[config.mk]
export PLATFORM = sky130hd
export DESIGN_NAME = rigid_body_trapezoid_integrator
export DESIGN_NICKNAME = d
export VERILOG_FILES = /design/src/sv/rbti_pkg.sv /design/src/sv/rigid_body_trapezoid_integrator.sv /design/src/sv/rbti_csr.sv /design/src/sv/rbti_ctrl.sv /design/src/sv/rbti_dp.sv
export SDC_FILE = /design/constraint.sdc
export NUM_CORES = 2
export LEC_CHECK = 0
export BUFFER_PORTS_ARGS = -buffer_cell sky130_fd_sc_hd__buf_2
export CAP_MARGIN = 25
export CELL_PAD_IN_SITES_DETAIL_PLACEMENT = 0
export CELL_PAD_IN_SITES_GLOBAL_PLACEMENT = 1
export CORE_MARGIN = 2
export CORE_UTILIZATION = 44
export DETAILED_ROUTE_END_ITERATION = 6
export GPL_ROUTABILITY_DRIVEN = 0
export PLACE_DENSITY_LB_ADDON = 0.1
export RECOVER_POWER = 25
export SYNTH_ARGS = -nofsm -noshare
export SYNTH_HDL_FRONTEND = slang
export SYNTH_SLANG_ARGS = --single-unit
[constraint.sdc]
create_clock -name clock -period 9.7 [get_ports clock]
set_input_delay 1.94 -clock clock [delete_from_list [all_inputs] [get_ports clock]]
set_output_delay 1.94 -clock clock [all_outputs]
set_load 0.01 [all_outputs]
[src/sv/rbti_pkg.sv]
// Shared types, constants and helpers for the rigid body trapezoid integrator.
// Used by the register file, controller, datapath and top level.
`default_nettype none

package rbti_pkg;

   // Register indexes (word address of the configuration port)
   typedef enum logic [2:0] {
      REG_INVERSE_MASS,
      REG_CONSTRAIN,
      REG_AXIS_X,
      REG_AXIS_Y,
      REG_INIT_POS_X,
      REG_INIT_POS_Y,
      REG_INIT_VEL_X,
      REG_INIT_VEL_Y
   } reg_index_type;

   localparam logic [31:0] INVERSE_MASS_RESET = 32'h0001_0000;
   localparam logic [15:0] AXIS_X_RESET       = 16'h4000;

   // Configuration registers as seen by the datapath and controller
   typedef struct packed {
      logic        [31:0] inverse_mass;
      logic               constrain_enable;
      logic signed [15:0] axis_x;
      logic signed [15:0] axis_y;
      logic signed [31:0] init_pos_x;
      logic signed [31:0] init_pos_y;
      logic signed [31:0] init_vel_x;
      logic signed [31:0] init_vel_y;
   } cfg_type;

   typedef enum logic [4:0] {
      ST_IDLE,
      ST_DOT0,
      ST_DOT1,
      ST_DOT2,
      ST_PRJX,
      ST_PRJY,
      ST_PJY,
      ST_AXH,
      ST_AXL,
      ST_AYH,
      ST_AYL,
      ST_VX,
      ST_VY,
      ST_PX,
      ST_PY,
      ST_PW,
      ST_RLD,
      ST_DONE
   } state_type;

   // Operand pair fed to the shared multiplier
   typedef enum logic [3:0] {
      MUL_NONE,
      MUL_FX_AX,
      MUL_FY_AY,
      MUL_D_AX,
      MUL_D_AY,
      MUL_FX_IMH,
      MUL_FX_IML,
      MUL_FY_IMH,
      MUL_FY_IML,
      MUL_VX,
      MUL_VY,
      MUL_PX,
      MUL_PY
   } mul_sel_type;

   // Destination of the registered product
   typedef enum logic [3:0] {
      WB_NONE,
      WB_D_LOAD,
      WB_D_ADD,
      WB_FX_PRJ,
      WB_FY_PRJ,
      WB_S,
      WB_ACCX,
      WB_ACCY,
      WB_VELX,
      WB_VELY,
      WB_POSX,
      WB_POSY,
      WB_RESTART
   } wb_sel_type;

   typedef struct packed {
      logic        load;
      mul_sel_type mul;
      wb_sel_type  wb;
   } cmd_type;

   typedef struct packed {
      logic               clip;
      logic signed [31:0] val;
   } sat_type;

   localparam logic signed [65:0] Q_MAX   = 66'sh0_7FFF_FFFF;
   localparam logic signed [65:0] Q_MIN   = ~Q_MAX;
   localparam logic signed [65:0] HALF_16 = 66'sd32768;
   localparam logic signed [65:0] HALF_17 = 66'sd65536;
   localparam logic signed [65:0] HALF_28 = 66'sd134217728;

   function automatic sat_type sat32(input logic signed [65:0] v);
      sat_type r;
      if (v > Q_MAX) begin
         r.clip = 1'b1;
         r.val  = Q_MAX[31:0];
      end else if (v < Q_MIN) begin
         r.clip = 1'b1;
         r.val  = Q_MIN[31:0];
      end else begin
         r.clip = 1'b0;
         r.val  = v[31:0];
      end
      return r;
   endfunction

endpackage

`default_nettype wire

[src/sv/rigid_body_trapezoid_integrator.sv]
// Rigid body trapezoid integrator, top level: register file, controller, datapath.
// Integrate and restart items each pass through the controller's steps, with the
// projection onto the axis in front when the constraint is on. One item at a time
// through the single shared multiplier; the next item is taken in the cycle the
// result is taken.
// Synchronous reset clears the motion state to zero and the registers to their
// defaults (inverse mass 1.0, axis (1,0), constraint off).
`default_nettype none

module rigid_body_trapezoid_integrator (
   input  wire          clock,
   input  wire          reset,
   input  wire          req_tvalid,
   output logic         req_tready,
   input  wire  [79:0]  req_tdata,   // force_x, force_y, time_step
   input  wire          req_tuser,   // operation
   output logic         rsp_tvalid,
   input  wire          rsp_tready,
   output logic [191:0] rsp_tdata,   // pos_x, pos_y, vel_x, vel_y, acc_x, acc_y
   output logic         rsp_tuser,   // saturated
   input  wire          csr_psel,
   input  wire          csr_penable,
   input  wire          csr_pwrite,
   input  wire  [4:0]   csr_paddr,
   input  wire  [31:0]  csr_pwdata,
   output logic [31:0]  csr_prdata,
   output logic         csr_pready
);
   import rbti_pkg::*;

   cfg_type            cfg;
   cmd_type            cmd;
   logic signed [31:0] pos_x, pos_y, vel_x, vel_y, acc_x, acc_y;

   rbti_csr u_csr (
      .clock       (clock),
      .reset       (reset),
      .csr_psel    (csr_psel),
      .csr_penable (csr_penable),
      .csr_pwrite  (csr_pwrite),
      .csr_paddr   (csr_paddr),
      .csr_pwdata  (csr_pwdata),
      .csr_prdata  (csr_prdata),
      .csr_pready  (csr_pready),
      .cfg         (cfg)
   );

   rbti_ctrl u_ctrl (
      .clock      (clock),
      .reset      (reset),
      .req_tvalid (req_tvalid),
      .req_tuser  (req_tuser),
      .constrain  (cfg.constrain_enable),
      .rsp_tready (rsp_tready),
      .req_tready (req_tready),
      .rsp_tvalid (rsp_tvalid),
      .cmd        (cmd)
   );

   rbti_dp u_dp (
      .clock     (clock),
      .reset     (reset),
      .cmd       (cmd),
      .cfg       (cfg),
      .operation (req_tuser),
      .force_x   (req_tdata[31:0]),
      .force_y   (req_tdata[63:32]),
      .time_step (req_tdata[79:64]),
      .pos_x_out (pos_x),
      .pos_y_out (pos_y),
      .vel_x_out (vel_x),
      .vel_y_out (vel_y),
      .acc_x_out (acc_x),
      .acc_y_out (acc_y),
      .saturated (rsp_tuser)
   );

   assign rsp_tdata = {acc_y, acc_x, vel_y, vel_x, pos_y, pos_x};

endmodule

`default_nettype wire

[src/sv/rbti_csr.sv]
// Configuration register file behind the APB-style port.
// Depends on rbti_pkg for register indexes and the cfg_type struct.
`default_nettype none

module rbti_csr (
   input  wire               clock,
   input  wire               reset,
   input  wire               csr_psel,
   input  wire               csr_penable,
   input  wire               csr_pwrite,
   input  wire        [4:0]  csr_paddr,
   input  wire        [31:0] csr_pwdata,
   output logic       [31:0] csr_prdata,
   output logic              csr_pready,
   output rbti_pkg::cfg_type cfg
);
   import rbti_pkg::*;

   logic        [31:0] inverse_mass_ff, inverse_mass_in;
   logic               constrain_ff, constrain_in;
   logic signed [15:0] axis_x_ff, axis_x_in;
   logic signed [15:0] axis_y_ff, axis_y_in;
   logic signed [31:0] init_pos_x_ff, init_pos_x_in;
   logic signed [31:0] init_pos_y_ff, init_pos_y_in;
   logic signed [31:0] init_vel_x_ff, init_vel_x_in;
   logic signed [31:0] init_vel_y_ff, init_vel_y_in;
   logic               wr_en;
   reg_index_type      index;

   assign csr_pready = 1'b1;
   assign wr_en      = csr_psel & csr_penable & csr_pwrite & csr_pready;
   assign index      = reg_index_type'(csr_paddr[4:2]);

   always_comb begin
      inverse_mass_in = inverse_mass_ff;
      constrain_in    = constrain_ff;
      axis_x_in       = axis_x_ff;
      axis_y_in       = axis_y_ff;
      init_pos_x_in   = init_pos_x_ff;
      init_pos_y_in   = init_pos_y_ff;
      init_vel_x_in   = init_vel_x_ff;
      init_vel_y_in   = init_vel_y_ff;
      if (wr_en) begin
         case (index)
            REG_INVERSE_MASS: inverse_mass_in = csr_pwdata;
            REG_CONSTRAIN:    constrain_in    = csr_pwdata[0];
            REG_AXIS_X:       axis_x_in       = csr_pwdata[15:0];
            REG_AXIS_Y:       axis_y_in       = csr_pwdata[15:0];
            REG_INIT_POS_X:   init_pos_x_in   = csr_pwdata;
            REG_INIT_POS_Y:   init_pos_y_in   = csr_pwdata;
            REG_INIT_VEL_X:   init_vel_x_in   = csr_pwdata;
            REG_INIT_VEL_Y:   init_vel_y_in   = csr_pwdata;
            default: ;
         endcase
      end
   end

   always_ff @(posedge clock) begin
      if (reset) begin
         inverse_mass_ff <= INVERSE_MASS_RESET;
         constrain_ff    <= 1'b0;
         axis_x_ff       <= AXIS_X_RESET;
         axis_y_ff       <= '0;
         init_pos_x_ff   <= '0;
         init_pos_y_ff   <= '0;
         init_vel_x_ff   <= '0;
         init_vel_y_ff   <= '0;
      end else begin
         inverse_mass_ff <= inverse_mass_in;
         constrain_ff    <= constrain_in;
         axis_x_ff       <= axis_x_in;
         axis_y_ff       <= axis_y_in;
         init_pos_x_ff   <= init_pos_x_in;
         init_pos_y_ff   <= init_pos_y_in;
         init_vel_x_ff   <= init_vel_x_in;
         init_vel_y_ff   <= init_vel_y_in;
      end
   end

   always_comb begin
      case (index)
         REG_INVERSE_MASS: csr_prdata = inverse_mass_ff;
         REG_CONSTRAIN:    csr_prdata = {31'b0, constrain_ff};
         REG_AXIS_X:       csr_prdata = {16'b0, axis_x_ff};
         REG_AXIS_Y:       csr_prdata = {16'b0, axis_y_ff};
         REG_INIT_POS_X:   csr_prdata = init_pos_x_ff;
         REG_INIT_POS_Y:   csr_prdata = init_pos_y_ff;
         REG_INIT_VEL_X:   csr_prdata = init_vel_x_ff;
         REG_INIT_VEL_Y:   csr_prdata = init_vel_y_ff;
         default:          csr_prdata = '0;
      endcase
   end

   always_comb begin
      cfg.inverse_mass     = inverse_mass_ff;
      cfg.constrain_enable = constrain_ff;
      cfg.axis_x           = axis_x_ff;
      cfg.axis_y           = axis_y_ff;
      cfg.init_pos_x       = init_pos_x_ff;
      cfg.init_pos_y       = init_pos_y_ff;
      cfg.init_vel_x       = init_vel_x_ff;
      cfg.init_vel_y       = init_vel_y_ff;
   end

endmodule

`default_nettype wire

[src/sv/rbti_ctrl.sv]
// Sequencing state machine: steps the shared multiplier through one item.
// Depends on rbti_pkg for state_type and cmd_type.
`default_nettype none

module rbti_ctrl (
   input  wire               clock,
   input  wire               reset,
   input  wire               req_tvalid,
   input  wire               req_tuser,
   input  wire               constrain,
   input  wire               rsp_tready,
   output logic              req_tready,
   output logic              rsp_tvalid,
   output rbti_pkg::cmd_type cmd
);
   import rbti_pkg::*;

   state_type state_ff, state_in;
   logic      op_ff, op_in;

   always_ff @(posedge clock) begin
      if (reset) begin
         state_ff <= ST_IDLE;
         op_ff    <= 1'b0;
      end else begin
         state_ff <= state_in;
         op_ff    <= op_in;
      end
   end

   always_comb begin
      state_in   = state_ff;
      op_in      = op_ff;
      cmd.load   = 1'b0;
      cmd.mul    = MUL_NONE;
      cmd.wb     = WB_NONE;
      req_tready = 1'b0;
      rsp_tvalid = 1'b0;
      case (state_ff)
         ST_IDLE: req_tready = 1'b1;
         // dot product of the vector with the axis
         ST_DOT0: begin
            cmd.mul  = MUL_FX_AX;
            state_in = ST_DOT1;
         end
         ST_DOT1: begin
            cmd.mul  = MUL_FY_AY;
            cmd.wb   = WB_D_LOAD;
            state_in = ST_DOT2;
         end
         ST_DOT2: begin
            cmd.wb   = WB_D_ADD;
            state_in = ST_PRJX;
         end
         ST_PRJX: begin
            cmd.mul  = MUL_D_AX;
            state_in = ST_PRJY;
         end
         ST_PRJY: begin
            cmd.mul  = MUL_D_AY;
            cmd.wb   = WB_FX_PRJ;
            state_in = op_ff ? ST_PJY : ST_AXH;
         end
         ST_PJY: begin
            cmd.wb   = WB_FY_PRJ;
            state_in = ST_RLD;
         end
         // acceleration: force times inverse mass in two 16-bit halves
         ST_AXH: begin
            cmd.mul  = MUL_FX_IMH;
            cmd.wb   = constrain ? WB_FY_PRJ : WB_NONE;
            state_in = ST_AXL;
         end
         ST_AXL: begin
            cmd.mul  = MUL_FX_IML;
            cmd.wb   = WB_S;
            state_in = ST_AYH;
         end
         ST_AYH: begin
            cmd.mul  = MUL_FY_IMH;
            cmd.wb   = WB_ACCX;
            state_in = ST_AYL;
         end
         ST_AYL: begin
            cmd.mul  = MUL_FY_IML;
            cmd.wb   = WB_S;
            state_in = ST_VX;
         end
         // trapezoid updates of velocity, then position
         ST_VX: begin
            cmd.mul  = MUL_VX;
            cmd.wb   = WB_ACCY;
            state_in = ST_VY;
         end
         ST_VY: begin
            cmd.mul  = MUL_VY;
            cmd.wb   = WB_VELX;
            state_in = ST_PX;
         end
         ST_PX: begin
            cmd.mul  = MUL_PX;
            cmd.wb   = WB_VELY;
            state_in = ST_PY;
         end
         ST_PY: begin
            cmd.mul  = MUL_PY;
            cmd.wb   = WB_POSX;
            state_in = ST_PW;
         end
         ST_PW: begin
            cmd.wb   = WB_POSY;
            state_in = ST_DONE;
         end
         ST_RLD: begin
            cmd.wb   = WB_RESTART;
            state_in = ST_DONE;
         end
         ST_DONE: begin
            rsp_tvalid = 1'b1;
            req_tready = rsp_tready;
            if (rsp_tready) begin
               state_in = ST_IDLE;
            end
         end
         default: state_in = ST_IDLE;
      endcase
      // take the next item in the cycle the previous result leaves
      if (req_tready && req_tvalid) begin
         cmd.load = 1'b1;
         op_in    = req_tuser;
         if (constrain) begin
            state_in = ST_DOT0;
         end else begin
            state_in = req_tuser ? ST_RLD : ST_AXH;
         end
      end
   end

endmodule

`default_nettype wire

[src/sv/rbti_dp.sv]
// Datapath: motion state, working registers and one shared 49x17 multiplier.
// Depends on rbti_pkg for cfg_type, cmd_type, rounding constants and sat32.
`default_nettype none

module rbti_dp (
   input  wire                clock,
   input  wire                reset,
   input  rbti_pkg::cmd_type  cmd,
   input  rbti_pkg::cfg_type  cfg,
   input  wire                operation,
   input  wire signed  [31:0] force_x,
   input  wire signed  [31:0] force_y,
   input  wire         [15:0] time_step,
   output logic signed [31:0] pos_x_out,
   output logic signed [31:0] pos_y_out,
   output logic signed [31:0] vel_x_out,
   output logic signed [31:0] vel_y_out,
   output logic signed [31:0] acc_x_out,
   output logic signed [31:0] acc_y_out,
   output logic               saturated
);
   import rbti_pkg::*;

   // architectural state
   logic signed [31:0] pos_x_ff, pos_x_in, pos_y_ff, pos_y_in;
   logic signed [31:0] vel_x_ff, vel_x_in, vel_y_ff, vel_y_in;
   logic signed [31:0] acc_x_ff, acc_x_in, acc_y_ff, acc_y_in;
   logic               sat_ff, sat_in;
   // working registers
   logic signed [31:0] f_x_ff, f_x_in, f_y_ff, f_y_in;
   logic signed [31:0] a0_x_ff, a0_x_in, a0_y_ff, a0_y_in;
   logic signed [31:0] v0_x_ff, v0_x_in, v0_y_ff, v0_y_in;
   logic        [15:0] dt_ff, dt_in;
   logic signed [48:0] d_ff, d_in;
   logic signed [65:0] s_ff, s_in;
   logic signed [65:0] p_ff, p_in;

   logic signed [48:0] mul_a;
   logic signed [16:0] mul_b;
   logic signed [32:0] pair_sum;
   logic signed [65:0] pre;
   sat_type            sat_r;

   always_comb begin
      mul_a    = '0;
      mul_b    = '0;
      pair_sum = '0;
      case (cmd.mul)
         MUL_NONE: ;
         MUL_FX_AX: begin
            mul_a = 49'(f_x_ff);
            mul_b = 17'(cfg.axis_x);
         end
         MUL_FY_AY: begin
            mul_a = 49'(f_y_ff);
            mul_b = 17'(cfg.axis_y);
         end
         MUL_D_AX: begin
            mul_a = d_ff;
            mul_b = 17'(cfg.axis_x);
         end
         MUL_D_AY: begin
            mul_a = d_ff;
            mul_b = 17'(cfg.axis_y);
         end
         MUL_FX_IMH: begin
            mul_a = 49'(f_x_ff);
            mul_b = signed'({1'b0, cfg.inverse_mass[31:16]});
         end
         MUL_FX_IML: begin
            mul_a = 49'(f_x_ff);
            mul_b = signed'({1'b0, cfg.inverse_mass[15:0]});
         end
         MUL_FY_IMH: begin
            mul_a = 49'(f_y_ff);
            mul_b = signed'({1'b0, cfg.inverse_mass[31:16]});
         end
         MUL_FY_IML: begin
            mul_a = 49'(f_y_ff);
            mul_b = signed'({1'b0, cfg.inverse_mass[15:0]});
         end
         MUL_VX: begin
            pair_sum = 33'(acc_x_ff) + 33'(a0_x_ff);
            mul_a    = 49'(pair_sum);
            mul_b    = signed'({1'b0, dt_ff});
         end
         MUL_VY: begin
            pair_sum = 33'(acc_y_ff) + 33'(a0_y_ff);
            mul_a    = 49'(pair_sum);
            mul_b    = signed'({1'b0, dt_ff});
         end
         MUL_PX: begin
            pair_sum = 33'(vel_x_ff) + 33'(v0_x_ff);
            mul_a    = 49'(pair_sum);
            mul_b    = signed'({1'b0, dt_ff});
         end
         MUL_PY: begin
            pair_sum = 33'(vel_y_ff) + 33'(v0_y_ff);
            mul_a    = 49'(pair_sum);
            mul_b    = signed'({1'b0, dt_ff});
         end
         default: ;
      endcase
   end

   assign p_in = mul_a * mul_b;

   // round half up, add to the base where there is one, then clip
   always_comb begin
      pre = '0;
      case (cmd.wb)
         WB_FX_PRJ, WB_FY_PRJ: pre = (p_ff + HALF_28) >>> 28;
         WB_ACCX, WB_ACCY:     pre = (s_ff + p_ff + HALF_16) >>> 16;
         WB_VELX:              pre = 66'(vel_x_ff) + ((p_ff + HALF_17) >>> 17);
         WB_VELY:              pre = 66'(vel_y_ff) + ((p_ff + HALF_17) >>> 17);
         WB_POSX:              pre = 66'(pos_x_ff) + ((p_ff + HALF_17) >>> 17);
         WB_POSY:              pre = 66'(pos_y_ff) + ((p_ff + HALF_17) >>> 17);
         default:              pre = '0;
      endcase
      sat_r = sat32(pre);
   end

   always_comb begin
      pos_x_in = pos_x_ff;
      pos_y_in = pos_y_ff;
      vel_x_in = vel_x_ff;
      vel_y_in = vel_y_ff;
      acc_x_in = acc_x_ff;
      acc_y_in = acc_y_ff;
      f_x_in   = f_x_ff;
      f_y_in   = f_y_ff;
      a0_x_in  = a0_x_ff;
      a0_y_in  = a0_y_ff;
      v0_x_in  = v0_x_ff;
      v0_y_in  = v0_y_ff;
      dt_in    = dt_ff;
      d_in     = d_ff;
      s_in     = s_ff;
      sat_in   = sat_ff | sat_r.clip;
      case (cmd.wb)
         WB_NONE: ;
         WB_D_LOAD:  d_in     = p_ff[48:0];
         WB_D_ADD:   d_in     = d_ff + p_ff[48:0];
         WB_FX_PRJ:  f_x_in   = sat_r.val;
         WB_FY_PRJ:  f_y_in   = sat_r.val;
         WB_S:       s_in     = p_ff <<< 16;
         WB_ACCX:    acc_x_in = sat_r.val;
         WB_ACCY:    acc_y_in = sat_r.val;
         WB_VELX:    vel_x_in = sat_r.val;
         WB_VELY:    vel_y_in = sat_r.val;
         WB_POSX:    pos_x_in = sat_r.val;
         WB_POSY:    pos_y_in = sat_r.val;
         WB_RESTART: begin
            pos_x_in = cfg.init_pos_x;
            pos_y_in = cfg.init_pos_y;
            vel_x_in = f_x_ff;
            vel_y_in = f_y_ff;
            acc_x_in = '0;
            acc_y_in = '0;
         end
         default: ;
      endcase
      // capture the item and snapshot the previous acceleration and velocity
      if (cmd.load) begin
         f_x_in  = operation ? cfg.init_vel_x : force_x;
         f_y_in  = operation ? cfg.init_vel_y : force_y;
         dt_in   = time_step;
         a0_x_in = acc_x_ff;
         a0_y_in = acc_y_ff;
         v0_x_in = vel_x_ff;
         v0_y_in = vel_y_ff;
         sat_in  = 1'b0;
      end
   end

   always_ff @(posedge clock) begin
      if (reset) begin
         pos_x_ff <= '0;
         pos_y_ff <= '0;
         vel_x_ff <= '0;
         vel_y_ff <= '0;
         acc_x_ff <= '0;
         acc_y_ff <= '0;
         sat_ff   <= 1'b0;
      end else begin
         pos_x_ff <= pos_x_in;
         pos_y_ff <= pos_y_in;
         vel_x_ff <= vel_x_in;
         vel_y_ff <= vel_y_in;
         acc_x_ff <= acc_x_in;
         acc_y_ff <= acc_y_in;
         sat_ff   <= sat_in;
      end
   end

   always_ff @(posedge clock) begin
      f_x_ff  <= f_x_in;
      f_y_ff  <= f_y_in;
      a0_x_ff <= a0_x_in;
      a0_y_ff <= a0_y_in;
      v0_x_ff <= v0_x_in;
      v0_y_ff <= v0_y_in;
      dt_ff   <= dt_in;
      d_ff    <= d_in;
      s_ff    <= s_in;
      p_ff    <= p_in;
   end

   assign pos_x_out = pos_x_ff;
   assign pos_y_out = pos_y_ff;
   assign vel_x_out = vel_x_ff;
   assign vel_y_out = vel_y_ff;
   assign acc_x_out = acc_x_ff;
   assign acc_y_out = acc_y_ff;
   assign saturated = sat_ff;

endmodule

`default_nettype wire

==> metrics.csv <==
stage;metric;value;unit
final_layout;layout cells sized above 1;17.7;%
final_layout;Layout area overhead;20.2;%
power;Cell Int Power;9.11;mW
power;Clk pwr share;21.9;%
power;Leakage;40.2;nW
global_routing;initial antenna violation count;21;
power;Switching Share;45.0;%
yosys;Synthesized Nets;9824;
die;Die X;414;um
power;pwr dens;186;nW/um2
global_routing;largest net degree at the start of global routing;99;
sta;Fin. Hold Viols;0;
die;Die H;414;um
yosys;distinct cell type count after synthesis;100;
yosys;sequential element share of the synthesized area;24.8;%
sta;max-slew violations;353;
die;# rows;150;
routing;DRT Wirelength;337000;um
sta;Least-Margin Pin Slew;4.93;ns
global_routing;GRT Overall Usage;38.4;%
yosys;Synth Area per Inst;8.73;um2
setup_path;worst setup path class;reg2reg;
final_layout;Most flops, register;u_dp.p_ff;
routing;drt pass-1 iters;7;
routing;via count;70601;
final_layout;commonest non-fill, non-tap cell in the layout;nand2_1;
yosys;Synth async-reset ratio;0;%
sta;RSZ-0062 raised after global routing;true;
clock_network;CTS Buf Count;86;
final_layout;max reg flops;66;
sta;setup TNS;-2.00;ns
routing;post-route ant nets;0;
yosys;Post-synth EDFFs;307;
setup_path;r2r endpoint;u_dp.p_ff[65]$_DFF_P_;
power;P_sw;7.46;mW
yosys;synth warn;0;
setup_path;Worst R2R Path Depth;43;
yosys;mapped cell area;74100;um2
clock_network;Root Driver;clkbuf_16;
die;Top Ports;353;
clock_network;Clock transition at path regs;0.06;ns
final_layout;leading cell types in the layout, fill and taps excluded;nand2_1, inv_1, fa_1, buf_4, nor2_1;
power;worst vdd ir;0.000182;V
sta;Tcrit/Tclk final;103;%
power;share of power burned in registers;28.3;%
sta;clock skew;0.0723;ns
setup_path;critical path endpoint;u_dp.p_ff[65]$_DFF_P_;
sta;Tmin final;9.97;ns
placement;I/O Buffers;349;
routing;DRC;116;
die;die area;172000;um2
setup_path;RR Startpoint;u_dp.a0_x_ff[1]$_DFFE_PP_;
power;total power;16.6;mW
clock_network;worst skew pair latency;0.75;ns
yosys;Gate Count Post-Synth;8491;
final_layout;Layout fillers;15693;
power;Comb power frac;49.9;%
clock_network;CTS Buffer Depth;3;
global_routing;number of global-route vias before repair;67100;
placement;hpwl dp;271000;um
sta;Slew headroom;-229;%
global_routing;Remaining Overflow, GRT;0;
routing;wire length per cell;28.7;um
placement;placed cell areas;85100;um2
final_layout;Largest regs;u_dp.p_ff: 66 flops, u_dp.s_ff: 50 flops, u_dp.d_ff: 49 flops;
die;initial cell density of the core;44.3;%
setup_path;R2R setup slack;-0.27;ns
run_status;failing checks;design-rule violations, max-capacitance violations, max-slew violations, negative setup slack;
routing;Avg Vias per Cell;6.01;
yosys;Synth Flop Type;dfxtp_1;
hold_path;worst hold stages;2;
setup_path;Critical Path RT;10.34;ns
clock_network;post-cts hold buffer count;0;
sta;fmax;100;MHz
setup_path;cell mode on critical path;fa_1;
global_routing;global-route wire length before repair;479000;um
run_status;status;finished, violations left;
flow_run;Max-cap violations;6;
setup_path;Worst path slowest cell;fa_2;
die;total core area;167000;um2
setup_path;CP startpoint;u_dp.a0_x_ff[1]$_DFFE_PP_;
clock_network;CTS tree;done;
setup_path;worst-path maximum fanout;6;
final_layout;cell area after layout;89100;um2
sta;final setup vio count;14;
clock_network;H-Tree Depth;3;
final_layout;nets;10786;
setup_path;CP max stage delay;0.56;ns
yosys;Yosys reg bits;765;
setup_path;Worst Setup End Kind;register;
sta;fin worst setup slack;-0.266;ns
routing;initial drt markers;9692;
setup_path;CP arrival;10.61;ns
hold_path;worst hold path class;reg2reg;
setup_path;CP Launch Type;register;
clock_network;clock sink count;765;
[synthesized netlist by cell type, types with 112 or more instances]
library cell,count,area (um2)
a21o_1,170,1280
edfxtp_1,307,9220
a22oi_1,112,841
xnor2_1,231,2020
a21oi_1,637,3190
inv_1,917,3440
clkbuf_1,396,1490
o21ai_0,229,1150
fa_1,783,15700
xor2_1,136,1190
nand3_1,114,571
o22ai_1,118,738
nand2_1,1247,4680
o21ai_1,146,731
dfxtp_1,458,9170
ha_1,425,5320
nor2_1,743,2790
[cells by family after synthesis]
logic type | share of synthesized area, %
and+or+nand+nor | 15.6
AOI/OAI and AO/OA | 18.1
buffers and inverters | 6.98
adders and majority gates | 28.3
DFF | 24.8
xor gates and xnor gates | 4.34
muxes | 1.87
other | 0.00506
[stage by stage]
stage	hold WS, ns	utilization, %	setup WS (ns)	cells
2_1_floorplan	0.433	-	0.0250	8491
3_3_place_gp	0.442	50.9	-1.02	11529
3_5_place_dp	0.446	50.9	-1.20	11530
4_1_cts	0.454	53.2	-0.128	11709
5_1_grt	0.486	53.3	-0.569	11731
6_report	0.453	53.3	-0.266	11741
[routing by layer]
layer	GRT usage, %	up-vias	part of all wire, %
met2	52.8	4213	40
met5	0.583	-	0.076
li1	-	30822	-
met1	53.4	34759	41
met4	20.1	24	6.4
met3	12.1	783	13
[worst max-delay path, delay by kind of cell, from the launching register on]
kind	cells	cell delay [ns]
AOI/OAI and AO/OA	17	3.48
adders and majority gates	8	3.48
DFF	1	0.39
muxes	1	0.28
buffers and inverters	11	1.41
and+or+nand+nor	6	0.84
[how the worst min path moves through the flow]
| stage | startpoint | end | slack, ns |
|---|---|---|---|
| 6_report | u_ctrl.op_ff$_SDFFE_PP0P_ | u_ctrl.op_ff$_SDFFE_PP0P_ | 0.45 |
| 4_1_cts | u_ctrl.op_ff$_SDFFE_PP0P_ | u_ctrl.op_ff$_SDFFE_PP0P_ | 0.45 |
| 3_5_place_dp | u_ctrl.op_ff$_SDFFE_PP0P_ | u_ctrl.op_ff$_SDFFE_PP0P_ | 0.45 |
| 3_3_place_gp | u_ctrl.op_ff$_SDFFE_PP0P_ | u_ctrl.op_ff$_SDFFE_PP0P_ | 0.44 |
| 5_1_grt | u_ctrl.op_ff$_SDFFE_PP0P_ | u_ctrl.op_ff$_SDFFE_PP0P_ | 0.49 |
| 2_1_floorplan | u_ctrl.op_ff$_SDFFE_PP0P_ | u_ctrl.op_ff$_SDFFE_PP0P_ | 0.43 |
[power by group through the flow]
stage                     clock network [mW]  logic, mW  registers, mW
after floorplan                            0       3.72           4.45
after global placement                     0       7.79           4.64
after detailed placement                   0       7.82           4.64
after CTS                               3.64       7.96           4.58
after global routing                    3.77       8.58           4.68
final                                   3.62       8.26           4.69
[layout make-up]
class / count / area, um2 / area share [%]
well taps: 2204 / 2760 / 3.09
clock inverters: 46 / 672 / 0.754
clock buffers: 116 / 2420 / 2.71
multi-input cells: 6363 / 51900 / 58.3
diodes: 10 / 25.0 / 0.0281
flip-flops and latches: 765 / 18400 / 20.6
inverters: 918 / 3450 / 3.87
repair buffers: 1319 / 9450 / 10.6
[repair_timing]
action | 4_1_cts | 5_1_grt
resized for setup | 155 | 71
setup buffers | 21 | 19
pin swaps | 85 | 55
endpoints found under the setup margin | 29 | 32
Note: power is estimated with default switching activity, not from simulation.
